**src/hw/rtl/pxcd_pkg.sv**
```systemverilog
// shared constants, codes and types of the pixel format converter and decimator
package pxcd_pkg;

	// largest frame size or sample step
	localparam int unsigned MAX_DIMENSION = 4096;
	// position counter width and clamped dimension width
	localparam int unsigned DIM_W  = $clog2(MAX_DIMENSION);
	localparam int unsigned SIZE_W = DIM_W + 1;
	// width of the size registers on the configuration port
	localparam int unsigned CFG_SIZE_W = 13;
	localparam int unsigned CFG_IDX_W  = 3;

	// register indexes
	localparam logic [CFG_IDX_W-1:0] REG_SOURCE_FORMAT      = 3'd0;
	localparam logic [CFG_IDX_W-1:0] REG_TARGET_FORMAT      = 3'd1;
	localparam logic [CFG_IDX_W-1:0] REG_PREMULTIPLY_ENABLE = 3'd2;
	localparam logic [CFG_IDX_W-1:0] REG_SAMPLE_STEP        = 3'd3;
	localparam logic [CFG_IDX_W-1:0] REG_FRAME_WIDTH        = 3'd4;
	localparam logic [CFG_IDX_W-1:0] REG_FRAME_HEIGHT       = 3'd5;

	// pixel layout codes; the unused code behaves as RGBA
	localparam logic [1:0] FMT_GRAY = 2'd0;
	localparam logic [1:0] FMT_BGRA = 2'd1;
	localparam logic [1:0] FMT_RGBA = 2'd2;

	// luma weights and divide-by-100 reciprocal (multiply, then shift)
	localparam int unsigned SUM_W      = 15;
	localparam int unsigned RECIP_100  = 5243;
	localparam int unsigned RECIP_W    = 13;
	localparam int unsigned RECIP_SH   = 19;
	localparam int unsigned QPROD_W    = SUM_W + RECIP_W;

	// queue depth between front and back
	localparam int unsigned QUEUE_DEPTH = 4;
	localparam int unsigned QPTR_W      = $clog2(QUEUE_DEPTH);

	// settled configuration, sizes already clamped to 1..MAX_DIMENSION
	typedef struct packed {
		logic [1:0]        source_format;
		logic [1:0]        target_format;
		logic              premultiply_enable;
		logic [SIZE_W-1:0] step;
		logic [SIZE_W-1:0] width;
		logic [SIZE_W-1:0] height;
	} pxcd_cfg_t;

	// one kept pixel with its position flags
	typedef struct packed {
		logic [7:0] byte0;
		logic [7:0] byte1;
		logic [7:0] byte2;
		logic [7:0] byte3;
		logic       row_last;
		logic       frame_last;
	} pxcd_item_t;

	// clamp a size register to 1..MAX_DIMENSION
	function automatic logic [SIZE_W-1:0] clamp_dim(input logic [CFG_SIZE_W-1:0] v);
		logic [SIZE_W-1:0] r;
		begin
			if (v == '0) begin
				r = SIZE_W'(1);
			end else if (32'(v) > MAX_DIMENSION) begin
				r = SIZE_W'(MAX_DIMENSION);
			end else begin
				r = SIZE_W'(v);
			end
			return r;
		end
	endfunction

endpackage

```
**src/hw/rtl/pxcd_front.sv**
```systemverilog
// front end: raster position tracking, decimation and row/frame end flags
module pxcd_front import pxcd_pkg::*; (
	input  logic       clk,
	input  logic       arst_n,
	input  pxcd_cfg_t  cfg,
	input  logic       in_valid,
	output logic       in_stall,
	input  logic [7:0] in_byte0,
	input  logic [7:0] in_byte1,
	input  logic [7:0] in_byte2,
	input  logic [7:0] in_byte3,
	input  logic       queue_full,
	output logic       push,
	output pxcd_item_t push_item
);

	logic [DIM_W-1:0] column_count_q, row_count_q, column_phase_q, row_phase_q;
	logic [DIM_W-1:0] cc, rc, cp, rp;
	logic [DIM_W-1:0] cc_nxt, rc_nxt, cp_nxt, rp_nxt;
	logic             accept, keep, rlast, flast;

	assign in_stall = queue_full;
	assign accept   = in_valid && !queue_full;

	// wrap stale position, classify pixel, compute next position
	always_comb begin
		cc = column_count_q;
		cp = column_phase_q;
		rc = row_count_q;
		rp = row_phase_q;
		if ({1'b0, cc} >= cfg.width) begin
			cc = '0;
			cp = '0;
		end
		if ({1'b0, rc} >= cfg.height) begin
			rc = '0;
			rp = '0;
		end
		if ({1'b0, cp} >= cfg.step) cp = '0;
		if ({1'b0, rp} >= cfg.step) rp = '0;

		keep  = (cp == '0) && (rp == '0);
		rlast = ({2'b0, cc} + {1'b0, cfg.step}) >= {1'b0, cfg.width};
		flast = rlast && (({2'b0, rc} + {1'b0, cfg.step}) >= {1'b0, cfg.height});

		cc_nxt = cc;
		cp_nxt = cp;
		rc_nxt = rc;
		rp_nxt = rp;
		if (({1'b0, cc} + SIZE_W'(1)) >= cfg.width) begin
			cc_nxt = '0;
			cp_nxt = '0;
			if (({1'b0, rc} + SIZE_W'(1)) >= cfg.height) begin
				rc_nxt = '0;
				rp_nxt = '0;
			end else begin
				rc_nxt = rc + DIM_W'(1);
				rp_nxt = (({1'b0, rp} + SIZE_W'(1)) >= cfg.step) ? '0 : rp + DIM_W'(1);
			end
		end else begin
			cc_nxt = cc + DIM_W'(1);
			cp_nxt = (({1'b0, cp} + SIZE_W'(1)) >= cfg.step) ? '0 : cp + DIM_W'(1);
		end
	end

	// position state
	always_ff @(posedge clk or negedge arst_n) begin
		if (!arst_n) begin
			column_count_q <= '0;
			row_count_q    <= '0;
			column_phase_q <= '0;
			row_phase_q    <= '0;
		end else if (accept) begin
			column_count_q <= cc_nxt;
			row_count_q    <= rc_nxt;
			column_phase_q <= cp_nxt;
			row_phase_q    <= rp_nxt;
		end
	end

	// kept pixels go to the queue
	assign push = accept && keep;
	always_comb begin
		push_item.byte0      = in_byte0;
		push_item.byte1      = in_byte1;
		push_item.byte2      = in_byte2;
		push_item.byte3      = in_byte3;
		push_item.row_last   = rlast;
		push_item.frame_last = flast;
	end

endmodule

```
**src/hw/rtl/pxcd_queue.sv**
```systemverilog
// small first-in first-out queue of kept pixels between front and back
module pxcd_queue import pxcd_pkg::*; (
	input  logic       clk,
	input  logic       arst_n,
	input  logic       push,
	input  pxcd_item_t push_item,
	output logic       full,
	input  logic       pop,
	output logic       not_empty,
	output pxcd_item_t head
);

	pxcd_item_t        slot_q [QUEUE_DEPTH];
	logic [QPTR_W-1:0] wr_ptr_q, rd_ptr_q;
	logic [QPTR_W:0]   count_q;
	logic              do_push, do_pop;

	assign full      = (count_q == (QPTR_W+1)'(QUEUE_DEPTH));
	assign not_empty = (count_q != '0);
	assign head      = slot_q[rd_ptr_q];
	assign do_push   = push && !full;
	assign do_pop    = pop && not_empty;

	// storage
	always_ff @(posedge clk) begin
		if (do_push) slot_q[wr_ptr_q] <= push_item;
	end

	// pointers and fill level
	always_ff @(posedge clk or negedge arst_n) begin
		if (!arst_n) begin
			wr_ptr_q <= '0;
			rd_ptr_q <= '0;
			count_q  <= '0;
		end else begin
			if (do_push) wr_ptr_q <= wr_ptr_q + QPTR_W'(1);
			if (do_pop) rd_ptr_q <= rd_ptr_q + QPTR_W'(1);
			unique case ({do_push, do_pop})
				2'b10:   count_q <= count_q + (QPTR_W+1)'(1);
				2'b01:   count_q <= count_q - (QPTR_W+1)'(1);
				default: count_q <= count_q;
			endcase
		end
	end

endmodule

```
**src/hw/rtl/pxcd_back.sv**
```systemverilog
// back end: three-stage format conversion pipeline with output register
module pxcd_back import pxcd_pkg::*; (
	input  logic       clk,
	input  logic       arst_n,
	input  pxcd_cfg_t  cfg,
	input  logic       head_valid,
	input  pxcd_item_t head,
	output logic       pop,
	output logic       out_valid,
	input  logic       out_stall,
	output logic [7:0] out_byte0,
	output logic [7:0] out_byte1,
	output logic [7:0] out_byte2,
	output logic [7:0] out_byte3,
	output logic       row_last,
	output logic       frame_last
);

	logic              adv;
	logic              valid_s1, valid_s2, out_valid_q;
	logic [7:0]        r_u, g_u, b_u, a_u;
	logic [7:0]        r_s1, g_s1, b_s1, a_s1;
	logic [SUM_W-1:0]  sum_s1;
	logic [15:0]       pr_s1, pg_s1, pb_s1;
	logic              rl_s1, fl_s1;
	logic [7:0]        r_s2, g_s2, b_s2, a_s2;
	logic [7:0]        sr_s2, sg_s2, sb_s2;
	logic [QPROD_W-1:0] qprod_s2;
	logic              rl_s2, fl_s2;
	logic [7:0]        gray;
	logic [15:0]       gray_a;
	logic [7:0]        r_c, g_c, b_c;
	logic [7:0]        o0, o1, o2, o3;
	logic [7:0]        out_byte0_q, out_byte1_q, out_byte2_q, out_byte3_q;
	logic              row_last_q, frame_last_q;

	// whole pipe moves unless the output item is held
	assign adv = !out_valid_q || !out_stall;
	assign pop = adv && head_valid;

	// unpack source layout
	always_comb begin
		if (cfg.source_format == FMT_GRAY) begin
			r_u = head.byte0;
			g_u = head.byte0;
			b_u = head.byte0;
			a_u = head.byte0;
		end else if (cfg.source_format == FMT_BGRA) begin
			b_u = head.byte0;
			g_u = head.byte1;
			r_u = head.byte2;
			a_u = head.byte3;
		end else begin
			r_u = head.byte0;
			g_u = head.byte1;
			b_u = head.byte2;
			a_u = head.byte3;
		end
	end

	// stage 1: weighted luma sum and alpha products
	always_ff @(posedge clk) begin
		if (adv) begin
			r_s1   <= r_u;
			g_s1   <= g_u;
			b_s1   <= b_u;
			a_s1   <= a_u;
			sum_s1 <= SUM_W'(SUM_W'(30) * SUM_W'(r_u)) + SUM_W'(SUM_W'(59) * SUM_W'(g_u))
				+ SUM_W'(SUM_W'(11) * SUM_W'(b_u));
			pr_s1  <= 16'(r_u) * 16'(a_u);
			pg_s1  <= 16'(g_u) * 16'(a_u);
			pb_s1  <= 16'(b_u) * 16'(a_u);
			rl_s1  <= head.row_last;
			fl_s1  <= head.frame_last;
		end
	end

	// stage 2: divide the sum by 100 through its reciprocal
	always_ff @(posedge clk) begin
		if (adv) begin
			r_s2     <= r_s1;
			g_s2     <= g_s1;
			b_s2     <= b_s1;
			a_s2     <= a_s1;
			sr_s2    <= pr_s1[15:8];
			sg_s2    <= pg_s1[15:8];
			sb_s2    <= pb_s1[15:8];
			qprod_s2 <= QPROD_W'(sum_s1) * QPROD_W'(RECIP_100);
			rl_s2    <= rl_s1;
			fl_s2    <= fl_s1;
		end
	end

	// stage 3: alpha-scaled gray (source byte for a gray source), premultiply choice and target layout selection
	always_comb begin
		gray   = qprod_s2[RECIP_SH +: 8];
		gray_a = 16'(gray) * 16'(a_s2);
		r_c    = cfg.premultiply_enable ? sr_s2 : r_s2;
		g_c    = cfg.premultiply_enable ? sg_s2 : g_s2;
		b_c    = cfg.premultiply_enable ? sb_s2 : b_s2;
		if (cfg.target_format == FMT_GRAY) begin
			o0 = (cfg.source_format == FMT_GRAY) ? r_s2 : gray_a[15:8];
			o1 = '0;
			o2 = '0;
			o3 = '0;
		end else if (cfg.target_format == FMT_BGRA) begin
			o0 = b_c;
			o1 = g_c;
			o2 = r_c;
			o3 = a_s2;
		end else begin
			o0 = r_c;
			o1 = g_c;
			o2 = b_c;
			o3 = a_s2;
		end
	end

	// output register payload
	always_ff @(posedge clk) begin
		if (adv) begin
			out_byte0_q  <= o0;
			out_byte1_q  <= o1;
			out_byte2_q  <= o2;
			out_byte3_q  <= o3;
			row_last_q   <= rl_s2;
			frame_last_q <= fl_s2;
		end
	end

	// stage valid bits
	always_ff @(posedge clk or negedge arst_n) begin
		if (!arst_n) begin
			valid_s1    <= 1'b0;
			valid_s2    <= 1'b0;
			out_valid_q <= 1'b0;
		end else if (adv) begin
			valid_s1    <= head_valid;
			valid_s2    <= valid_s1;
			out_valid_q <= valid_s2;
		end
	end

	assign out_valid  = out_valid_q;
	assign out_byte0  = out_byte0_q;
	assign out_byte1  = out_byte1_q;
	assign out_byte2  = out_byte2_q;
	assign out_byte3  = out_byte3_q;
	assign row_last   = row_last_q;
	assign frame_last = frame_last_q;

endmodule

```
**src/hw/rtl/pixel_format_converter_decimator.sv**
```systemverilog
// Pixel format converter and decimator. Source pixels enter in raster order, one item per
// cycle when the queue has room; a pixel is kept when its row and column are multiples of
// sample_step and is converted from the source layout (gray, BGRA, RGBA) to the target
// layout, with optional alpha premultiply. Sustained rate is one pixel per clock while
// out_stall stays low; a kept pixel is written into the queue at acceptance, then passes
// two arithmetic stages and the output register on its way out. A four-entry queue
// decouples the position tracker from the conversion pipeline, so in_stall rises only when
// that queue is full; the whole conversion pipeline holds while out_stall keeps an item
// waiting. Configuration writes are always taken (cfg_ready is high) and must be made while
// no item is in flight.
module pixel_format_converter_decimator import pxcd_pkg::*; (
	input  logic                  clk,
	input  logic                  arst_n,
	input  logic                  cfg_valid,
	output logic                  cfg_ready,
	input  logic [CFG_IDX_W-1:0]  cfg_index,
	input  logic [CFG_SIZE_W-1:0] cfg_data,
	input  logic                  in_valid,
	output logic                  in_stall,
	input  logic [7:0]            in_byte0,
	input  logic [7:0]            in_byte1,
	input  logic [7:0]            in_byte2,
	input  logic [7:0]            in_byte3,
	output logic                  out_valid,
	input  logic                  out_stall,
	output logic [7:0]            out_byte0,
	output logic [7:0]            out_byte1,
	output logic [7:0]            out_byte2,
	output logic [7:0]            out_byte3,
	output logic                  row_last,
	output logic                  frame_last
);

	logic [1:0]            source_format_q, target_format_q;
	logic                  premultiply_enable_q;
	logic [CFG_SIZE_W-1:0] sample_step_q, frame_width_q, frame_height_q;
	pxcd_cfg_t             cfg;
	logic                  push, queue_full, pop, head_valid;
	pxcd_item_t            push_item, head;

	assign cfg_ready = 1'b1;

	// configuration registers
	always_ff @(posedge clk or negedge arst_n) begin
		if (!arst_n) begin
			source_format_q      <= FMT_RGBA;
			target_format_q      <= FMT_RGBA;
			premultiply_enable_q <= 1'b0;
			sample_step_q        <= CFG_SIZE_W'(1);
			frame_width_q        <= CFG_SIZE_W'(1);
			frame_height_q       <= CFG_SIZE_W'(1);
		end else if (cfg_valid && cfg_ready) begin
			unique case (cfg_index)
				REG_SOURCE_FORMAT:      source_format_q      <= cfg_data[1:0];
				REG_TARGET_FORMAT:      target_format_q      <= cfg_data[1:0];
				REG_PREMULTIPLY_ENABLE: premultiply_enable_q <= cfg_data[0];
				REG_SAMPLE_STEP:        sample_step_q        <= cfg_data;
				REG_FRAME_WIDTH:        frame_width_q        <= cfg_data;
				REG_FRAME_HEIGHT:       frame_height_q       <= cfg_data;
				default: ;
			endcase
		end
	end

	// settled view of the registers
	always_comb begin
		cfg.source_format      = source_format_q;
		cfg.target_format      = target_format_q;
		cfg.premultiply_enable = premultiply_enable_q;
		cfg.step               = clamp_dim(sample_step_q);
		cfg.width              = clamp_dim(frame_width_q);
		cfg.height             = clamp_dim(frame_height_q);
	end

	pxcd_front u_front (
		.clk        (clk),
		.arst_n     (arst_n),
		.cfg        (cfg),
		.in_valid   (in_valid),
		.in_stall   (in_stall),
		.in_byte0   (in_byte0),
		.in_byte1   (in_byte1),
		.in_byte2   (in_byte2),
		.in_byte3   (in_byte3),
		.queue_full (queue_full),
		.push       (push),
		.push_item  (push_item)
	);

	pxcd_queue u_queue (
		.clk       (clk),
		.arst_n    (arst_n),
		.push      (push),
		.push_item (push_item),
		.full      (queue_full),
		.pop       (pop),
		.not_empty (head_valid),
		.head      (head)
	);

	pxcd_back u_back (
		.clk        (clk),
		.arst_n     (arst_n),
		.cfg        (cfg),
		.head_valid (head_valid),
		.head       (head),
		.pop        (pop),
		.out_valid  (out_valid),
		.out_stall  (out_stall),
		.out_byte0  (out_byte0),
		.out_byte1  (out_byte1),
		.out_byte2  (out_byte2),
		.out_byte3  (out_byte3),
		.row_last   (row_last),
		.frame_last (frame_last)
	);

endmodule
```
**config.mk**
```make
export PLATFORM = sky130hd
export DESIGN_NAME = pixel_format_converter_decimator
export DESIGN_NICKNAME = d
export VERILOG_FILES = /design/src/hw/rtl/pxcd_pkg.sv /design/src/hw/rtl/pxcd_front.sv /design/src/hw/rtl/pxcd_queue.sv /design/src/hw/rtl/pxcd_back.sv /design/src/hw/rtl/pixel_format_converter_decimator.sv
export SDC_FILE = /design/constraint.sdc
export NUM_CORES = 2
export LEC_CHECK = 0
export BUFFER_PORTS_ARGS = -buffer_cell sky130_fd_sc_hd__buf_2
export CORE_UTILIZATION = 33
export DETAILED_ROUTE_END_ITERATION = 8
export GPL_TIMING_DRIVEN = 0
export HOLD_SLACK_MARGIN = 0.15
export PLACE_DENSITY = 0.58
export SETUP_SLACK_MARGIN = 0.05
export SLEW_MARGIN = 20
export SYNTH_ARGS = -nofsm -noshare
export SYNTH_HDL_FRONTEND = slang
export SYNTH_HIERARCHICAL = 1
export SYNTH_SLANG_ARGS = --single-unit
```
**constraint.sdc**
```tcl
create_clock -name clk -period 10.1 [get_ports clk]
set_clock_uncertainty 0.2 [all_clocks]
set_input_delay 2.02 -clock clk [delete_from_list [all_inputs] [get_ports clk]]
set_output_delay 2.02 -clock clk [all_outputs]
set_load 0.1 [all_outputs]
```
# After elaboration in Yosys (flattened, before gate mapping)
# Memories as Yosys holds them, arrays and structs flattened.
# Cells that the tools add are included.
# Widths: inputs -> output; s select.
totals:
  elab_cells: 153
  n_memories: 1
  mem_bits_rw: 136
  inputBits: 53
  register_bits: 318
  output_inout_bits: 37
classes:
  muxes: 36
  order_cmp: 13
  reduce_logical: 27
  n_mul: 8
  n_addsub: 16
  eq_ne: 10
memory_table:
  columns: ["memory", "depth", "word_bits", "rd", "rd_ports_with_merged_regs", "write_ports", "line_no", "rtl"]
  rows:
  - ["u_queue.slot_q", 4, 34, 1, 0, 1, "pxcd_queue.sv:13", "pxcd_item_t slot_q [QUEUE_DEPTH];"]
ops:
  columns: ["operator", "n"]
  rows:
  - ["$mux 12", 14]
  - ["$mux 8", 13]
  - ["$mux 13", 6]
  - ["$mul 8x8->16", 4]
  - ["$add 12x1->13 const B", 4]
  - ["$ge 12x13->1", 4]
  - ["$ge 13x13->1", 4]
  - ["$add 12x1->12 const B", 4]
  - ["$gt 13x13->1 const B", 3]
  - ["$logic_not 13->1", 3]
  - ["$add 12x13->14", 2]
  - ["$ge 14x13->1", 2]
  - ["$mul 15x13->27 const B", 1]
  - ["$logic_not 12->1", 2]
  - ["$mul 4x8->12 const A", 2]
  - ["$add 13x14->15", 1]
  - ["$add 15x12->15", 1]
  - ["$mul 6x8->14 const A", 1]
  - ["$reduce_and 2->1", 6]
  - ["$eq 3x3->1 const B", 3]
  - ["$logic_and 1x1->1", 7]
  - ["$eq 2x1->1 const B", 3]
  - ["$eq 3x2->1 const B", 2]
  - ["$pmux 3 s2", 1]
  - ["other kinds (12)", 17]

# Depth between registers and ports, before layout
depth:
  word_depth: 13
  mapped_depth: 35
  ltp_nobuf: 30

# Cells and area by module
# The synthesis kept the hierarchy.
modules_own_cells:
  columns: ["module", "seq_area_each_um2", "area_per_inst_um2", "cells_each", "instances"]
  rows:
  - ["pxcd_back", 5270.1, 20020.5, 1897, 1]
  - ["pxcd_front", 1201.2, 7593.5, 956, 1]
  - ["pxcd_queue", 4259.1, 5386.4, 215, 1]
  - ["pixel_format_converter_decimator", 1107.3, 2031.9, 153, 1]

# Least setup slack after synthesis
# OpenSTA, ideal clock, no wires.
synth_path:
  path_kind: "input to register"
  from: "input out_stall"
  to: "register u_queue.count_q[2]"
  path_slack_ns: 2.482
  setup_time_ns: 0.079
  t_arrival_ns: 7.339
  required_ns: 9.821
  cell_stages: 9
  n_path_buf: 0
  path_cell_list: "nand2_1 and2_1 o31a_1 ha_1 inv_1 fa_1 xor2_1 nor2_1 xor2_1"
synth_via:
  elab_chain_cells: 6
  elab_cells_between_ends: 8
  classes_between: "2 x eq/ne; 1 x mux; 5 x reduce/logical"
synth_lines:
  columns: ["element", "line_no", "rtl"]
  rows:
  - ["start: declaration", "pixel_format_converter_decimator.sv:25", "input logic out_stall,"]
  - ["$logic_not 1->1 (*)", "pxcd_back.sv:38", "assign adv = !out_valid_q || !out_stall;"]
  - ["$logic_or 1x1->1 (*)", "pxcd_back.sv:38", null]
  - ["$logic_and 1x1->1 (*)", "pxcd_back.sv:39", "assign pop = adv && head_valid;"]
  - ["net pop", "pixel_format_converter_decimator.sv:38", "logic push, queue_full, pop, head_valid;"]
  - ["$logic_and 1x1->1 (*)", "pxcd_queue.sv:22", "assign do_pop = pop && not_empty;"]
  - ["net u_queue.do_pop", "pxcd_queue.sv:16", "logic do_push, do_pop;"]
  - ["$eq 2x1->1 or $eq 2x2->1 (tied branches)", "pxcd_queue.sv:38", "unique case ({do_push, do_pop})"]
  - ["$pmux 3 s2 or $reduce_bool 2->1 (tied branches)", null, null]
  - ["end signal: assignment", "pxcd_queue.sv:39", "2'b10: count_q <= count_q + (QPTR_W+1)'(1);"]
  - ["end signal: assignment", "pxcd_queue.sv:40", "2'b01: count_q <= count_q - (QPTR_W+1)'(1);"]
  - ["end signal: assignment", "pxcd_queue.sv:41", "default: count_q <= count_q;"]
  - ["end: declaration", "pxcd_queue.sv:15", "logic [QPTR_W:0] count_q;"]
# The timed path passes the listed nets; every way through them passes the cells marked *.
# A chain may end at the register's enable or synchronous reset.

==> qor.txt <==
Outcome: finished, violations left
Failing checks: DRC
TritonCTS buffer count: 44
Worst slew pin tran: 1.19 ns
Yosys reg bits: 411
Initial antenna violation count: 6
Post-Route WL: 81800 um
GP Congestion: 0.859
Setup TNS: 0 ns
Boundary pin count: 90
Cells after Synth: 3221
Slew Limit Fails: 0
Met2 wire len: 39800 um
Largest cells by area after synthesis: edfxtp_1 26%, ha_1 16%, fa_1 16%
Slew margin rel.: 20.6%
Worst setup startpoint: frame_width_q[12]$_DFFE_PN0P_
Buffers on Ports: 56
Mapped cell area: 0.0350 mm2
Yosys cell types: 90
Metal-1 WL: 37500 um
Post-synthesis net count: 4001
Pin count of the biggest net entering global routing: 54
Async SR Flop Fraction: 24.8%
WP data arrival: 8.95 ns
CTS sink cnt: 411
Crit Path Max Fanout: 10
Vias in the first global route: 24.0k
Post-CTS setup buffers: 0
Share of the synthesized area in the top cell type: 26.5%
Clock tree root driver cell: clkbuf_16
Peak Freq: 0.116 GHz
First-pass GRT wire length: 133000 um
Worst r2r src: frame_width_q[12]$_DFFE_PN0P_
Main synth FF type: edfxtp_1
RSZ-0062 raised after global routing: no
Register-to-register setup slack: 1.50 ns
Share of layout cells above drive strength 1: 9.65%
Fillers: 10.3k
Die Wd: 328 um
Tmin final: 8.60 ns
Kind of start point of the critical path: flop
GRT Total Usage: 15.6%
Antenna-violating nets left: 0
Biggest area consumer among synthesized cells: edfxtp_1
Top post-synthesis cells by count: 503 x inv_1, 454 x ha_1, 309 x edfxtp_1, 273 x fa_1, 238 x nand2_1
Setup-failing EPs final: 0
Crit end category: flop
Top layer in use: met5
Post-route cell area: 0.0388 mm2
Reg2reg path depth: 33
Worst-path clk slew: 0.06 ns
Crit path top cell by count: ha_1
Via density: 4.87
CP max stage cell: dfrtp_1
Htree depth: 2
Post-synthesis sequential area ratio: 33.8%
Vias: 23.2k
DP Area: 0.0373 mm2
FF-to-FF End: u_front/column_phase_q[11]$_DFFE_PN0P_
Met3 WL: 3300 um
Grt total ovfl: 0
Final HPWL DP: 65000 um
Detailed Route Iter0 Violations: 1372
Post-synth EDFFs: 309
Hold Violations, Final: 0
Area Overhead vs Synth: 10.9%
Hold Crit Start: u_back/fl_s2$_DFFE_PN_
CTS tree: done
DRC errors left: 2
Clk_lat worst skew: 0.61 ns
Worst path required time: 10.45 ns
Tcrit/Tclk final: 85.1%
FP Rows: 119
Core area: 0.105 mm2
Die H: 328 um
DIE AREA: 0.107 mm2
WL/cell: 17.2 um
Crit path to: u_front/column_phase_q[11]$_DFFE_PN0P_
Max Cap Violations: 0
Cts hold-fix bufs: 0
Synth Warn #: 6
Crit-path max cell delay: 0.44 ns
Worst Hold Class: flop to flop
CTS max path bufs: 3
Initial Utilization: 33.3%
CTS resizes: 0
Synthesized area per cell: 10.9 um2
Crit path kind: flop to flop
Most common cell in the netlist: inv_1
Layout Nets: 4113
Drt first pass iters: 7
[layer usage]
layer,global-route usage [%],vias up
li1,-,11200
met1,21.0,11500
met2,26.4,380
met3,2.16,86
met4,3.28,6
met5,0,-
[cells by family after synthesis]
| family | Yosys count | synth area share (%) |
|---|---|---|
| muxes | 126 | 5.11 |
| AOI/OAI and AO/OA | 435 | 8.29 |
| adders and majority gates | 727 | 31.8 |
| xor gates and xnor gates | 118 | 2.95 |
| and+or+nand+nor | 780 | 10.6 |
| other | 1 | 0.0107 |
| DFF | 411 | 33.8 |
| buffers and inverters | 623 | 7.40 |
[cells in the final DEF (no fill, tap or decap), drive strengths merged, types with 45 or more instances in the layout]
cell      n
inv     508
nand3    47
fa      273
xnor2    78
nand2   238
ha      454
buf     130
o21ai    92
clkbuf  103
a21oi   117
and2     75
a21o     45
nor2    216
mux2     64
nor2b    72
dfrtp    97
edfxtp  309
[registers in the layout, indices dropped and copies added (netlist names), 12 cells and up]
signal and count:
u_front/row_count_q 12, u_front/row_phase_q 12, sample_step_q 13, u_queue/slot_q 136, frame_height_q 13, u_front/column_count_q 12
frame_width_q 13, u_front/column_phase_q 12, u_back/sum_s1 15
[layout make-up]
| class | instances | area, um2 | area share, % |
|---|---|---|---|
| diodes | 3 | 7.51 | 0.0193 |
| clock inverters | 27 | 327 | 0.841 |
| clock buffers | 55 | 1200 | 3.10 |
| plain buffers | 112 | 673 | 1.73 |
| well taps | 1391 | 1740 | 4.48 |
| flip-flops and latches | 411 | 11800 | 30.5 |
| multi-input cells | 2187 | 20600 | 53.1 |
| inverters | 511 | 1920 | 4.94 |
| repair buffers | 66 | 519 | 1.34 |
[critical path: cells and delay by family, from the launching register on]
kind	cells	cell delay (ns)
AO/OA/AOI/OAI	13	3.31
adder cells (fa/ha/maj)	4	1.05
buffers and inverters	4	0.99
flip-flops	1	0.44
AND/OR/NAND/NOR	12	2.54
[worst min path at each step]
stage	end	slack, ns	cells after the start
global route	u_back/sr_s2[2]$_DFFE_PN_	0.21	0
floorplan	u_back/a_s2[0]$_DFFE_PN_	0.20	0
finish	u_back/frame_last$_DFFE_PN_	0.21	0
global placement	u_back/a_s2[6]$_DFFE_PN_	0.20	0
detailed placement	u_back/g_s2[5]$_DFFE_PN_	0.20	0
CTS	u_back/sr_s2[2]$_DFFE_PN_	0.20	0
[stage by stage]
step	hold slack, ns	instances	utilization, %	setup WS [ns]
2_1_floorplan	0.200	3221	-	2.48
3_3_place_gp	0.201	4668	35.2	0.311
3_5_place_dp	0.205	4678	35.4	1.55
4_1_cts	0.202	4760	36.9	1.50
5_1_grt	0.209	4762	36.9	0.828
6_report	0.205	4763	36.9	1.50
Power is not shown: default switching activity piles up to over one toggle a cycle in this logic, so the estimate is an artifact.
